### src/sv/gld_pkg.sv
package gld_pkg;

    localparam int HEIGHT_BITS    = 16;
    localparam int COUNT_BITS     = 6;
    localparam int POS_BITS       = 5;
    localparam int CFG_INDEX_BITS = 1;

    localparam logic [CFG_INDEX_BITS-1:0] REG_ROW_COUNT    = 1'd0;
    localparam logic [CFG_INDEX_BITS-1:0] REG_COLUMN_COUNT = 1'd1;

    typedef enum logic
    {
        ACT_SAMPLE = 1'b0,
        ACT_FLUSH  = 1'b1
    } action_t;

    typedef logic signed [HEIGHT_BITS-1:0] height_t;

    typedef struct packed
    {
        action_t action;
        height_t height;
    } item_t;

    typedef struct packed
    {
        logic [POS_BITS-1:0] peak_row;
        logic [POS_BITS-1:0] peak_column;
    } peak_t;

    // one column of the line store: the cell two rows up and the cell one row up
    typedef struct packed
    {
        height_t up;
        height_t center;
    } line_word_t;

endpackage

### src/sv/grid_local_maximum_detector.sv
// Grid local maximum detector (4-neighbour, edges ignored).
// cfg channel: index 0 = row count, 1 = column count; each write restarts the
//   grid. Counts of 0 act as 1, counts above the maximum act as the maximum.
// item channel: one transaction per grid height in raster order, then one
//   flush transaction per column to decide the last row. Surplus samples,
//   early flushes and extra flushes are dropped.
// peak channel: (row, column) of each cell that is >= every existing
//   neighbour, in raster order. A cell is decided when the sample below it
//   (or its flush) is accepted; the result is registered in the output buffer.
// Throughput: one item per cycle while item_ready is high. The line store is a
//   two-read RAM addressed by the next-state counters, so the words for the
//   next cell are ready when its item arrives; compare and update are combinational.
// A two-entry output buffer decouples the sides: item_ready drops only while
//   both entries hold results the receiver has not taken.
// Reset: counts return to 1, counters to 0, output buffer empties. The line
//   store needs no clearing; every word read is written by the current grid.
module grid_local_maximum_detector #(
    parameter int MAX_COLUMNS = 32,
    parameter int MAX_ROWS    = 32
) (
    input  logic                                clk,
    input  logic                                rst_n,
    input  logic                                cfg_valid,
    output logic                                cfg_ready,
    input  logic [gld_pkg::CFG_INDEX_BITS-1:0]  cfg_index,
    input  logic [gld_pkg::COUNT_BITS-1:0]      cfg_data,
    input  logic                                item_valid,
    output logic                                item_ready,
    input  gld_pkg::item_t                      item,
    output logic                                peak_valid,
    input  logic                                peak_ready,
    output gld_pkg::peak_t                      peak
);

    import gld_pkg::*;

    localparam int COL_BITS = $clog2(MAX_COLUMNS);

    logic [COUNT_BITS-1:0] row_count_reg, row_count_next;
    logic [COUNT_BITS-1:0] column_count_reg, column_count_next;
    logic [COUNT_BITS-1:0] input_row_reg, input_row_next;
    logic [COL_BITS-1:0]   input_column_reg, input_column_next;
    logic [COUNT_BITS-1:0] decide_row_reg, decide_row_next;
    logic [COL_BITS-1:0]   decide_column_reg, decide_column_next;
    height_t               left_reg, left_next;
    logic                  out_valid_reg, out_valid_next;
    logic                  skid_valid_reg, skid_valid_next;
    peak_t                 out_reg, out_next;
    peak_t                 skid_reg, skid_next;

    logic                  item_accept;
    logic                  sample_ok;
    logic                  flush_ok;
    logic                  decide_now;
    logic                  is_peak;
    logic                  push;
    logic                  pop;
    peak_t                 new_peak;
    height_t               center;
    height_t               up;
    height_t               right;
    height_t               below;

    logic                  wr_en;
    logic [COL_BITS-1:0]   wr_addr;
    line_word_t            wr_word;
    logic [COL_BITS-1:0]   rd_addr_a;
    logic [COL_BITS-1:0]   rd_addr_b;
    line_word_t            rd_word_a;
    line_word_t            rd_word_b;

    function automatic logic [COUNT_BITS-1:0] clamp_count(
        input logic [COUNT_BITS-1:0] v,
        input int                    maxv
    );
        logic [COUNT_BITS-1:0] r;
        r = v;
        if (v == '0)
        begin
            r = COUNT_BITS'(1);
        end
        else if (int'(v) > maxv)
        begin
            r = COUNT_BITS'(maxv);
        end
        return r;
    endfunction

    gld_ram #(
        .WIDTH ($bits(line_word_t)),
        .DEPTH (MAX_COLUMNS)
    ) u_line_store (
        .clk       (clk),
        .wr_en     (wr_en),
        .wr_addr   (wr_addr),
        .wr_data   (wr_word),
        .rd_addr_a (rd_addr_a),
        .rd_data_a (rd_word_a),
        .rd_addr_b (rd_addr_b),
        .rd_data_b (rd_word_b)
    );

    assign cfg_ready  = 1'b1;
    assign item_ready = !skid_valid_reg;
    assign peak_valid = out_valid_reg;
    assign peak       = out_reg;

    always_comb
    begin
        item_accept = item_valid && item_ready;
        sample_ok   = (item.action == ACT_SAMPLE) && (input_row_reg < row_count_reg);
        flush_ok    = (item.action == ACT_FLUSH) && (input_row_reg >= row_count_reg)
                      && (decide_row_reg < row_count_reg);
        decide_now  = item_accept && ((sample_ok && (input_row_reg != '0)) || flush_ok);

        // word A is the cell being decided, word B the one to its right
        center = $signed(rd_word_a.center);
        up     = $signed(rd_word_a.up);
        right  = $signed(rd_word_b.center);
        below  = $signed(item.height);

        is_peak = 1'b1;
        if (sample_ok && (below > center))
        begin
            is_peak = 1'b0;
        end
        if ((decide_row_reg != '0) && (up > center))
        begin
            is_peak = 1'b0;
        end
        if ((decide_column_reg != '0) && (left_reg > center))
        begin
            is_peak = 1'b0;
        end
        if ((int'(decide_column_reg) + 1 < int'(column_count_reg)) && (right > center))
        begin
            is_peak = 1'b0;
        end

        row_count_next     = row_count_reg;
        column_count_next  = column_count_reg;
        input_row_next     = input_row_reg;
        input_column_next  = input_column_reg;
        decide_row_next    = decide_row_reg;
        decide_column_next = decide_column_reg;
        left_next          = left_reg;

        if (item_accept && sample_ok)
        begin
            if (int'(input_column_reg) + 1 >= int'(column_count_reg))
            begin
                input_column_next = '0;
                input_row_next    = input_row_reg + 1'b1;
            end
            else
            begin
                input_column_next = input_column_reg + 1'b1;
            end
        end

        if (decide_now)
        begin
            left_next = center;
            if (int'(decide_column_reg) + 1 >= int'(column_count_reg))
            begin
                decide_column_next = '0;
                decide_row_next    = decide_row_reg + 1'b1;
            end
            else
            begin
                decide_column_next = decide_column_reg + 1'b1;
            end
        end

        if (cfg_valid && cfg_ready)
        begin
            unique case (cfg_index)
                REG_ROW_COUNT:    row_count_next    = clamp_count(cfg_data, MAX_ROWS);
                REG_COLUMN_COUNT: column_count_next = clamp_count(cfg_data, MAX_COLUMNS);
            endcase
            input_row_next     = '0;
            input_column_next  = '0;
            decide_row_next    = '0;
            decide_column_next = '0;
        end

        // rows shift down one place in the column word as each sample lands
        wr_en          = item_accept && sample_ok;
        wr_addr        = input_column_reg;
        wr_word.up     = rd_word_a.center;
        wr_word.center = item.height;

        // prefetch for the state after this edge
        rd_addr_a = (input_row_next < row_count_next) ? input_column_next
                                                      : decide_column_next;
        rd_addr_b = rd_addr_a + 1'b1;

        new_peak.peak_row    = POS_BITS'(decide_row_reg);
        new_peak.peak_column = POS_BITS'(decide_column_reg);
        push = decide_now && is_peak;
        pop  = out_valid_reg && peak_ready;

        out_valid_next  = out_valid_reg;
        skid_valid_next = skid_valid_reg;
        out_next        = out_reg;
        skid_next       = skid_reg;
        if (!out_valid_reg || pop)
        begin
            if (skid_valid_reg)
            begin
                out_next        = skid_reg;
                out_valid_next  = 1'b1;
                skid_next       = new_peak;
                skid_valid_next = push;
            end
            else
            begin
                out_next        = new_peak;
                out_valid_next  = push;
            end
        end
        else if (push)
        begin
            skid_next       = new_peak;
            skid_valid_next = 1'b1;
        end
    end

    always_ff @(posedge clk or negedge rst_n)
    begin
        if (!rst_n)
        begin
            row_count_reg     <= COUNT_BITS'(1);
            column_count_reg  <= COUNT_BITS'(1);
            input_row_reg     <= '0;
            input_column_reg  <= '0;
            decide_row_reg    <= '0;
            decide_column_reg <= '0;
            out_valid_reg     <= 1'b0;
            skid_valid_reg    <= 1'b0;
        end
        else
        begin
            row_count_reg     <= row_count_next;
            column_count_reg  <= column_count_next;
            input_row_reg     <= input_row_next;
            input_column_reg  <= input_column_next;
            decide_row_reg    <= decide_row_next;
            decide_column_reg <= decide_column_next;
            out_valid_reg     <= out_valid_next;
            skid_valid_reg    <= skid_valid_next;
        end
    end

    always_ff @(posedge clk)
    begin
        left_reg <= left_next;
        out_reg  <= out_next;
        skid_reg <= skid_next;
    end

`ifndef SYNTH
    a_skid_behind_out: assert property (@(posedge clk) disable iff (!rst_n)
        skid_valid_reg |-> out_valid_reg)
        else $error("skid entry held while output register empty");

    a_stalled_peak_to_skid: assert property (@(posedge clk) disable iff (!rst_n)
        (push && out_valid_reg && !peak_ready) |=> skid_valid_reg)
        else $error("peak lost while output stalled");

    a_decide_lags_input: assert property (@(posedge clk) disable iff (!rst_n)
        decide_row_reg <= input_row_reg)
        else $error("decide position ahead of input position");

    a_column_in_range: assert property (@(posedge clk) disable iff (!rst_n)
        (int'(input_column_reg) < int'(column_count_reg))
        && (int'(decide_column_reg) < int'(column_count_reg)))
        else $error("column counter beyond column count");
`endif

endmodule

### src/sv/gld_ram.sv
module gld_ram #(
    parameter int WIDTH = 32,
    parameter int DEPTH = 32
) (
    input  logic                     clk,
    input  logic                     wr_en,
    input  logic [$clog2(DEPTH)-1:0] wr_addr,
    input  logic [WIDTH-1:0]         wr_data,
    input  logic [$clog2(DEPTH)-1:0] rd_addr_a,
    output logic [WIDTH-1:0]         rd_data_a,
    input  logic [$clog2(DEPTH)-1:0] rd_addr_b,
    output logic [WIDTH-1:0]         rd_data_b
);

    logic [WIDTH-1:0] mem [DEPTH];

    // write-first: a read of the address being written returns the new data
    always_ff @(posedge clk)
    begin
        if (wr_en)
        begin
            mem[wr_addr] <= wr_data;
        end
        if (wr_en && (wr_addr == rd_addr_a))
        begin
            rd_data_a <= wr_data;
        end
        else
        begin
            rd_data_a <= mem[rd_addr_a];
        end
        if (wr_en && (wr_addr == rd_addr_b))
        begin
            rd_data_b <= wr_data;
        end
        else
        begin
            rd_data_b <= mem[rd_addr_b];
        end
    end

endmodule

### config.mk
export PLATFORM = sky130hd
export DESIGN_NAME = grid_local_maximum_detector
export DESIGN_NICKNAME = d
export VERILOG_FILES = /design/src/sv/gld_pkg.sv /design/src/sv/grid_local_maximum_detector.sv /design/src/sv/gld_ram.sv
export SDC_FILE = /design/constraint.sdc
export NUM_CORES = 1
export LEC_CHECK = 0
export BUFFER_PORTS_ARGS = -buffer_cell sky130_fd_sc_hd__buf_4
export CAP_MARGIN = 20
export CORE_MARGIN = 3
export CORE_UTILIZATION = 35
export CTS_BUF_LIST = sky130_fd_sc_hd__clkbuf_2
export DETAILED_ROUTE_END_ITERATION = 10
export PLACE_DENSITY = 0.48
export SLEW_MARGIN = 25
export SYNTH_ARGS = -nofsm -noshare
export SYNTH_HDL_FRONTEND = slang
export SYNTH_SLANG_ARGS = --single-unit
export TNS_END_PERCENT = 50
### constraint.sdc
create_clock -name clk -period 7.9 [get_ports clk]
set_input_delay 0.395 -clock clk [delete_from_list [all_inputs] [get_ports clk]]
set_output_delay 0.395 -clock clk [all_outputs]
set_load 0.05 [all_outputs]
Word level (Yosys, flattened, before mapping)
Memories as Yosys holds them, arrays and structs flattened. A register that Yosys moved wholly into a read port is not among the register bits.
Index checks and enable logic that the tools add are counted.
{"block": "classes", "n_addsub": 7, "order_cmp": 12, "n_eq_ne": 2, "n_mux": 32, "bitwise_logic": 1, "reduce_logical": 28}
{"operator": "$gt A16 B16 Y1", "count": 4}
{"operator": "$mux W6", "count": 10}
{"operator": "$mux W10", "count": 4}
{"operator": "$mux W5", "count": 7}
{"operator": "$lt A32 B7 Y1", "count": 1}
{"operator": "$ge A6 B6 Y1", "count": 3}
{"operator": "$lt A6 B6 Y1", "count": 3}
{"operator": "$mux W16", "count": 1}
{"operator": "$add A5 B1 Y5 const B", "count": 3}
{"operator": "$logic_and A1 B1 Y1", "count": 14}
{"operator": "$add A5 B1 Y6 const B", "count": 2}
{"operator": "$add A6 B1 Y6 const B", "count": 2}
{"operator": "$reduce_bool A6 Y1", "count": 2}
{"operator": "$mux W1", "count": 10}
{"operator": "$gt A6 B6 Y1 const B", "count": 1}
{"operator": "$logic_not A6 Y1", "count": 1}
{"operator": "$reduce_and A2 Y1", "count": 3}
{"operator": "$reduce_bool A2 Y1", "count": 3}
{"operator": "$eq A5 B5 Y1", "count": 1}
{"operator": "$reduce_bool A5 Y1", "count": 1}
{"operator": "$logic_not A1 Y1", "count": 2}
{"operator": "$logic_or A1 B1 Y1", "count": 2}
{"operator": "$ne A2 B2 Y1 const B", "count": 1}
{"operator": "$not A1 Y1", "count": 1}
{"block": "totals", "reg_bits": 88, "ram_bits": 1024, "inputBits": 29, "output_inout_bits": 13, "elab_cells": 97, "n_memories": 1}
{"memory": "u_line_store.mem", "depth": 32, "word_bits": 32, "read_ports": 2, "rd_clocked_by_memory_dff": 1, "write_ports": 1, "line_no": "gld_ram.sv:15", "rtl": "logic [WIDTH-1:0] mem [DEPTH];"}

Logic depth before layout (Yosys ltp)
Gate-level depths: netlist of the first run.
{"block": "depth", "word_depth": 12, "mapped_depth": 33, "ltp_nobuf": 28}

Hierarchy
From an unflattened synthesis of the first run, not the netlist that was laid out.
{"block": "hier_totals", "cells_unflattened": 3930, "hier_area_um2": 54397.2}
{"mod": "gld_ram", "n_inst": 1, "cells_each": 3396, "area_each_um2": 48989.5, "seq_area_each_um2": 30949.7}
{"mod": "grid_local_maximum_detector", "n_inst": 1, "cells_each": 534, "area_each_um2": 5407.7, "seq_area_each_um2": 1984.4}

Least setup slack after synthesis of the first run
Ideal clock, no wire load.
{"block": "synth_timing", "kind": "register to register", "from": "register input_column_reg[2]", "to": "register u_line_store.rd_data_b[12]", "setup_time_ps": 121, "t_arrival_ps": 7249, "t_required_ps": 7779, "slack_ps": 530, "stages_incl_launch_ff": 32, "path_buffers": 6, "synth_period_minus_slack_ps": 7370, "cell_sequence": "dfrtp_1 > clkbuf_1 > nand3_1 > xnor2_1 > ha_1 > a21o_1 > a21oi_1 > a21boi_1 > nor2_1 > and4_1 > xnor2_1 > nor2_1 > ha_1 > a211oi_1 > nor2_1 > a2111o_1 > or4_4 > and3_1 > a31oi_4 > buf_4 > buf_6 > buf_6 > inv_1 > ha_1 > a21o_1 > o221ai_1 > clkbuf_1 > clkbuf_1 > mux2i_1 > o2bb2ai_1 > or2_1 > mux2_4"}
{"block": "synth_via", "elab_chain_cells": 11, "word_cells_on_any_way": 16, "cone_classes": "3 x add/sub; 2 x order compare; 1 x eq/ne; 8 x mux; 1 x reduce/logical; 1 x memory"}
{"element": "start: declaration", "line_no": "grid_local_maximum_detector.sv:42", "rtl": "logic [COL_BITS-1:0] input_column_reg, input_column_next;"}
{"element": "start signal: assignment", "line_no": "grid_local_maximum_detector.sv:247", "rtl": "input_column_reg <= input_column_next;"}
{"element": "$add A5 B1 Y6 *", "line_no": "grid_local_maximum_detector.sv:150", "rtl": "if (int'(input_column_reg) + 1 >= int'(column_count_reg))"}
{"element": "$ge A6 B6 Y1 *", "line_no": "grid_local_maximum_detector.sv:150"}
{"element": "$mux W6 *", "line_no": "grid_local_maximum_detector.sv:150"}
{"element": "$mux W6 *", "line_no": "grid_local_maximum_detector.sv:148", "rtl": "if (item_accept && sample_ok)"}
{"element": "$mux W6 *", "line_no": "grid_local_maximum_detector.sv:175", "rtl": "if (cfg_valid && cfg_ready)"}
{"element": "named net input_row_next[3]", "line_no": "grid_local_maximum_detector.sv:41", "rtl": "logic [COUNT_BITS-1:0] input_row_reg, input_row_next;"}
{"element": "$lt A6 B6 Y1 *", "line_no": "grid_local_maximum_detector.sv:194", "rtl": "rd_addr_a = (input_row_next < row_count_next) ? input_column_next"}
{"element": "$mux W5 *", "line_no": "grid_local_maximum_detector.sv:194"}
{"element": "named net rd_addr_a[0]", "line_no": "grid_local_maximum_detector.sv:67", "rtl": "logic [COL_BITS-1:0] rd_addr_a;"}
{"element": "$add A5 B1 Y5 *", "line_no": "grid_local_maximum_detector.sv:196", "rtl": "rd_addr_b = rd_addr_a + 1'b1;"}
{"element": "parallel branches: the longest is 2 deep, another holds $mem_v2 Z32 W32"}
{"element": "$mux W16 *", "line_no": "gld_ram.sv:32", "rtl": "if (wr_en && (wr_addr == rd_addr_b))"}
{"element": "end signal: assignment", "line_no": "gld_ram.sv:34", "rtl": "rd_data_b <= wr_data;"}
{"element": "end signal: assignment", "line_no": "gld_ram.sv:38", "rtl": "rd_data_b <= mem[rd_addr_b];"}
{"element": "end: declaration", "line_no": "gld_ram.sv:12", "rtl": "output logic [WIDTH-1:0] rd_data_b"}
Mark *: on every way through the listed nets, which the timed path passes.
A chain may end at the register's enable or synchronous reset.

Final worst setup path of the first run
{"block": "layout_timing", "from": "register input_column_reg[1]", "to": "register u_line_store.rd_data_b[0]"}
The elaborated chain is that of the path after synthesis.

==> run summary, run 1 <==
For this configuration, the core starts out at a cell density of 0.355. The number of cells on the critical path came out at 27. The total vias in the final route is 27000. The flip-flop and latch count after synthesis came out at 1117. The upper clock frequency limit is 137 MHz. The largest area contributor in the netlist is edfxtp_1. The synthesized-area fraction occupied by adder cells came out at 0.0262. The most critical setup path has its endpoint at u_line_store.rd_data_b[0]$_DFF_P_. For this run, design rule violations remaining after detail routing come to 0. The total count of max-transition violations in the final report is 0. The worst hold path belongs to the class in2reg. The clock-pin slew of the registers on the worst-case setup and hold paths came out at 0.10 ns.

For this run, the slowest stage of the critical path takes 0.58 ns. The core box area came out at 139000 µm². The startpoint identified for the worst register-to-register timing path is input_column_reg[1]$_DFF_PN0_. The via count of the first global-routing pass is 28300. Ranked by total cell area, the synthesized netlist is headed by edfxtp_1 (65%), mux4_2 (20%), ha_1 (2.6%), dfrtp_1 (1.7%), mux2i_1 (1.4%). The clock tree synthesis step divided the H-tree into 5 levels. The setup slack on the worst flop-to-flop path came out at 0.60 ns. The count of routing violations after the opening detailed-route iteration came out at 2765. At the end of routability-driven placement, the weighted congestion stood at 0.831. Among cell families on the critical path, the largest total delay comes from compound AO/OA/AOI/OAI gates. The library cells used most frequently in the layout, excluding fill and tap cells, are edfxtp_1 (1060), mux4_2 (446), clkbuf_2 (441), buf_4 (118), ha_1 (102). The share of synthesized area in the top cell type comes to 0.647. TritonCTS built the clock tree.

The most used flip-flop cell after synthesis is edfxtp_1. The relative slew slack is 0.221. The number of antenna violations at the first check in global routing is 6. Of the total synthesized cell area, the portion taken by XOR and XNOR cells is 0.00338. The number of hold violations in the final report came out at 0. Adding up every negative setup slack in the final design gives 0 ns. The die height is 381 µm. The average wire length per cell after detail routing is 30.7 µm.

The post-synthesis compound-gate area fraction is 0.0245. The per-instance average area after synthesis came out at 20.4 µm². The worst setup path is launched from a flip-flop. The count of port buffers added during placement came out at 40. The fraction of layout instances using a drive strength above 1 came out at 0.383. The layout-stage area growth over the synthesis result came out at 13.4%. The number of instances in the synthesized netlist is 2412. Counting flops with a built-in enable in the synthesized netlist gives 1060. The highest net fanout along the worst path is 34. The placed wire-length estimate came out at 82100 µm. Together, buffers and inverters on the worst path number 3. The run finished with clean final reports. The die width came out at 381 µm.

The total global routing overflow came out at 0. The die footprint came out at 145000 µm². The post-detailed-route via-to-cell ratio is 5.54. The number of distinct library cell variants in the gate-level netlist after synthesis came out at 75. The combinational family with the most area after synthesis is multiplexers. The critical path class is reg2reg. Counting every sink on the clock net gives 1117. The post-synthesis share of cell area spent on and, or, nand and nor gates came out at 0.0251. The worst hold-check slack is 0.317 ns. The largest individual stage delay along the critical path comes from the cell ha_4. The setup violation total in the final timing report is 0.

The buffer levels on the longest clock path came out at 4. The worst reg2reg path depth is 27. The type of destination of the critical path is a flip-flop. Setup repair after global routing left no endpoint under its margin. The cell area that synthesis handed to floorplanning was 49200 µm². The leading cell type in the layout, fill and taps excluded is edfxtp_1. The number of resized instances in the post-cts repair step is 0. The tool flagged a number of max-cap violations equal to 0. IR analysis of the VDD net gives a maximum drop of 0.135 mV. The number of flip-flops under the largest register name came out at 1024.

The routed design has 150000 µm of wire. The net count after synthesis came out at 2544. The capture point of the worst reg-to-reg path is u_line_store.rd_data_b[0]$_DFF_P_. The site row count came out at 136. The share of cell area taken by muxes after synthesis is 0.231. The required time of the critical path came out at 9.35 ns. The share of async-settable or async-resettable flops after synthesis came out at 0.0322. Across every metal layer, demand over resource in global routing totals 0.206.

For this run, the detailed router's first-pass iteration total came to 8. The TritonCTS buffer count came out at 310. The final worst-path cycle share is 0.924. The register area share after synthesis came out at 0.674. Data on the critical path arrives at its endpoint at 8.75 ns.

The first-pass GRT wire length came out at 211000 µm. Counting stages on the worst path, the most repeated cell is nor2_1. The post-layout minimum cycle time is 7.30 ns. In this run the most critical hold path is launched from cfg_data[3]. The yosys synthesis warning count is 0. The clock tree root driver cell is clkbuf_2. In this run the power density over the cells is 212 nW/µm².

The clock latency at the later pin of the worst-skew pair is 1.68 ns. Tracing the worst setup path back leads to its startpoint at input_column_reg[1]$_DFF_PN0_. For the final database, setup skew stands at 0.175 ns. Once detail routing completed, the nets flagged for antenna violations numbered 0. The post-layout net count is 2952. The reported leakage power is 18.5 nW.

The number of inserted filler cells in the final layout came out at 12500. The total I/O pin count is 42. The measured slew at the worst slew-check pin came out at 1.17 ns.

The maximum number of pins on one net before global-route repair is 86.
## worst reg2reg max path, stage by stage (launching register included)
cell       delay [ns]
dfrtp_1          0.48
ha_1             0.28
nand3_1          0.15
xnor2_1          0.17
ha_1             0.30
a21o_1           0.18
a21oi_1          0.22
a21boi_1         0.23
nor2_1           0.13
and4_1           0.26
xnor2_1          0.12
nor2_1           0.16
ha_1             0.28
a211oi_1         0.29
nor2_1           0.10
a2111o_1         0.39
or4_4            0.48
and3_1           0.23
a31oi_4          0.33
inv_1            0.19
ha_4             0.58
buf_12           0.31
buf_4            0.30
mux4_2           0.33
mux2_2           0.28
o2bb2ai_1        0.12
nor2_1           0.14
a21oi_1          0.09
## worst min-delay path by stage
stage	endpoint	cells after the start	slack, ns
after global routing	row_count_reg[3]$_DFF_PN0_	6	0.18
after CTS	row_count_reg[3]$_DFF_PN0_	6	0.04
after floorplan	column_count_reg[1]$_DFFE_PN0P_	0	0.1
final	row_count_reg[3]$_DFF_PN0_	6	0.32
after detailed placement	peak_valid$_DFFE_PN0P_	1	0.40
after global placement	peak_valid$_DFFE_PN0P_	1	0.39
## through the flow
step	cells	setup WS, ns	instance area, µm²	utilization	power (mW)
5_1_grt	4881	0.188	55800	0.403	12.5
3_5_place_dp	4278	0.783	52500	0.379	8.12
2_1_floorplan	2412	0.530	49200	-	7.66
3_3_place_gp	4277	0.820	52500	0.379	8.10
6_report	4883	0.604	55800	0.403	11.9
4_1_cts	4860	0.604	55700	0.402	12.0
## power by group
part	switching (mW)	internal (mW)
logic	0.754	0.629
registers	0.0463	6.59
clock network	2.36	1.47
## metal layers
layer,routed length [µm],vias to the layer above,global-route usage
li1,-,11200,-
met5,0,-,0
met1,63700,14600,0.280
met3,9770,201,0.0465
met4,3760,0,0.0669
met2,72700,1064,0.329
## Yosys cell counts (all sizes together), types with 3 or more instances
master and count:
edfxtp 1060, mux4 446, ha 103, clkbuf 77, nor2 72, mux2i 71, inv 58, buf 54
mux2 53, nand2 51, dfrtp 34, o21ai 32, o21a 30, a21oi 28, dfxtp 21, nand4 19
nand3 18, o22ai 16, o2bb2ai 15, or2 15, nand2b 14, nor2b 14, xnor2 11, nor3 8
or3 8, xor2 8, a21o 7, nor4 7, a31oi 5, and4 4, nand3b 4, a211oi 3
a21boi 3, and3 3, nor4b 3, o2111ai 3
## logic make-up after synthesis
kind of cell             after synthesis
buffers and inverters                189
AND/OR/NAND/NOR                      243
AO/OA/AOI/OAI                        170
flip-flops                          1117
XOR/XNOR                              19
other                                  1
multiplexers                         570
adder cells (fa/ha/maj)              103
## layout make-up
| type | instances | area, µm² | share of cell area |
|---|---|---|---|
| Clock inverter | 65 | 245 | 0.00440 |
| Sequential cell | 1117 | 33200 | 0.595 |
| Timing Repair Buffer | 227 | 2050 | 0.0368 |
| Tap cell | 1863 | 2330 | 0.0418 |
| Clock buffer | 441 | 2210 | 0.0396 |
| Antenna cell | 6 | 15.0 | 0.000269 |
| Multi-Input combinational cell | 1106 | 15500 | 0.279 |
| Inverter | 58 | 218 | 0.00390 |
## timing repair
item / CTS / global route
buffers inserted: 0 / 0
hold endpoints to repair: 774 / 440
hold buffers: 76 / 17
setup endpoints to repair: 0 / 0
(Power assumes the default switching activity.)
==> run 2, diff against run 1 <==
CTS_BUF_LIST = sky130_fd_sc_hd__clkbuf_4 sky130_fd_sc_hd__clkbuf_8 sky130_fd_sc_hd__clkbuf_16   (was sky130_fd_sc_hd__clkbuf_2)
==> run 2 against run 1 <==
Net effect:
- combinational power is 3% lower
- via count is 5.6% lower
- cell count is 7.7% lower
- critical endpoint is now u_line_store.rd_data_b[2]$_DFF_P_
- highest routed layer is now met5
==> run summary, run 2 (synthesis gave the netlist of run 1 again) <==
The worst vdd rail ir drop is 0.179 mV. For this design the ratio of total power to cell area is 243 nW/µm². The design draws 13.8 mW. The routability-driven placement congestion ratio is 0.831.

Setup violations remaining at the end of the flow were counted as 0. TritonCTS built the clock tree. The antenna violation net count after detailed routing came out at 0. Setup repair after global routing left no endpoint under its margin. The die footprint is 145000 µm². On the critical path, the stage with the largest delay is an instance of ha_4. The highest net fanout along the worst path came out at 34. The clock sink count is 1117. The number of flip-flops under the largest register name came out at 1024.

The core box area is 139000 µm². The maximum number of pins on one net before global-route repair came out at 86. For the final routed database, the setup TNS stands at 0 ns. In this run the critical register-to-register path is captured at u_line_store.rd_data_b[2]$_DFF_P_. At the pin with the least slew margin, the transition time is 1.05 ns. The layout-stage area growth over the synthesis result is 15.2%. The count of routing violations after the opening detailed-route iteration came out at 2637. The required time of the critical path came out at 8.51 ns. The highest cell delay on the worst timing path came out at 0.57 ns. The area of combinational cells with multiple inputs came out at 15500 µm². The number of remaining DRC errors is 0. The number of cells after detailed placement is 4278.

In the final routed layout, each cell accounts on average for 32.4 µm. During I/O placement, the number of pins put on the boundary was 42. The number of resized instances in the post-cts repair step is 0. Using the TritonRoute via totals, the vias-per-cell ratio works out to 5.66. The final worst-path cycle share came out at 0.907. Tracing the worst setup path back leads to its startpoint at input_column_reg[1]$_DFF_PN0_. The total count of max-transition violations in the final report came out at 0. STA classifies the critical path startpoint as a flip-flop. The relative slew slack is 0.296. The critical path endpoint is u_line_store.rd_data_b[2]$_DFF_P_.

Clock tree synthesis selected as its root buffer the cell clkbuf_16. The H-tree depth came out at 3. The worst register-to-register path begins at input_column_reg[1]$_DFF_PN0_.

The TritonCTS buffer count came out at 118. The placed wire-length estimate is 82100 µm. The fraction of layout instances using a drive strength above 1 came out at 0.337.

The library cell used most frequently in the layout, excluding fill and tap cells, is edfxtp_1. The site row count is 136. The global routing usage summed across all routing layers is 0.201. The worst setup skew after layout is 0.0321 ns. The buffer levels on the longest clock path is 3. The worst reg2reg path depth is 26.

In this run the tool buffered the top-level ports with 40 buffer cells. The max-capacitance violation count came out at 0. The die height is 381 µm. The setup slack on the worst flop-to-flop path came out at 0.73 ns.

The number of antenna violations at the first check in global routing is 5. STA classifies the critical path endpoint as a flip-flop. The sum of routed wire length over all layers came out at 146000 µm. The number of hold violations in the final report was 0. In this run the static leakage power is 18.2 nW. In this run the most critical hold path is launched from item[10]. At the worst endpoint, the arrival time is 7.77 ns.

The via count of the first global-routing pass came to 26400. From left edge to right edge, the die measures 381 µm. The starting utilization of the core area is 0.355.

The routed layout has 25500 vias. The clock latency at the later pin of the worst-skew pair came out at 0.74 ns. The post-layout minimum cycle time came out at 7.17 ns. Fill cells in the final layout number 12200. The sequential cell area came out at 33200 µm². The total global routing overflow came out at 0. In the final design database the tool counted 2677 nets. By startpoint and endpoint, the worst setup path is classified as reg2reg. In the layout the commonest cells are edfxtp_1 (1060), mux4_2 (446), clkbuf_16 (118), buf_4 (118), ha_1 (102). After clock tree synthesis, the clock-pin slew on the worst setup and hold paths is 0.06 ns. The first-pass GRT wire length is 206000 µm. The run finished with clean final reports. The tightest min-delay check is of the in2reg type. The length of the first detailed-routing pass in iterations is 6. The non-filler instance count after layout came out at 4509. The upper clock frequency limit came out at 140 MHz.
-- run 2: cell count changes in the layout (fill, tap and decap cells not counted), moves of 15 or more --
cell,change
clkbuf_16,+118
buf_2,-17
bufinv_16,+15
clkbuf_4,+18
dlygate4sd3_1,-65
clkinv_1,-42
clkinv_2,+20
clkbuf_2,-441
clkbuf_8,+17
-- run 2: layout make-up --
cell class                      instances  share of cell area
Sequential cell                      1117               0.585
Multi-Input combinational cell       1106               0.274
Clock buffer                          153              0.0586
Tap cell                             1863              0.0411
Timing Repair Buffer                  144              0.0229
Clock inverter                         66              0.0135
Inverter                               58             0.00384
Antenna cell                            2           0.0000883
-- run 2: layer usage --
metal  wire, µm  track usage  part of all wire
met1      63400        0.283              0.43
met4       3790       0.0589             0.026
met3       7980       0.0295             0.055
met5         13            0          0.000089
met2      70900        0.324              0.49
-- run 2: worst min path at each step --
stage | to | slack, ns | cells after the start
after floorplan | column_count_reg[1]$_DFFE_PN0P_ | 0.1 | 0
after global placement | peak_valid$_DFFE_PN0P_ | 0.39 | 1
after detailed placement | peak_valid$_DFFE_PN0P_ | 0.40 | 1
after CTS | u_line_store.mem[31][11]$_DFFE_PP_ | 0.009 | 1
after global routing | u_line_store.mem[25][14]$_DFFE_PP_ | 0.07 | 1
final | u_line_store.mem[18][10]$_DFFE_PP_ | 0.09 | 1
-- run 2: metrics by stage --
| step | worst slack (ns) | util | hold WS (ns) | area [µm²] |
|---|---|---|---|---|
| finish | 0.732 | 0.409 | 0.0860 | 56700 |
| global route | 0.328 | 0.409 | 0.0660 | 56700 |
| CTS | 0.751 | 0.409 | 0.00894 | 56700 |
| detailed placement | 0.783 | 0.379 | 0.400 | 52500 |
| global placement | 0.820 | 0.379 | 0.392 | 52500 |
| floorplan | 0.530 | - | 0.0994 | 49200 |
-- run 2: critical path, delay by kind of cell, from the launching register on --
| family | cells | cell delay, ns |
|---|---|---|
| compound gates | 7 | 1.75 |
| xor+xnor | 2 | 0.29 |
| fa+ha+maj | 4 | 1.43 |
| buf+inv | 2 | 0.47 |
| flops | 1 | 0.46 |
| mux | 3 | 0.88 |
| simple gates | 8 | 1.73 |
-- run 2: report_power, final --
part | switching [mW] | total [mW] | internal [mW] | leakage (nW)
Combinational | 0.739 | 1.34 | 0.603 | 5.94
Clock | 2.36 | 5.81 | 3.45 | 2.04
Sequential | 0.0456 | 6.65 | 6.60 | 10.2
Total | 3.15 | 13.8 | 10.7 | 18.2
-- run 2: repair_timing --
action / CTS / global route
endpoints found under the hold margin: 50 / 0
hold buffers: 10 / 0
buffers inserted: 0 / 0
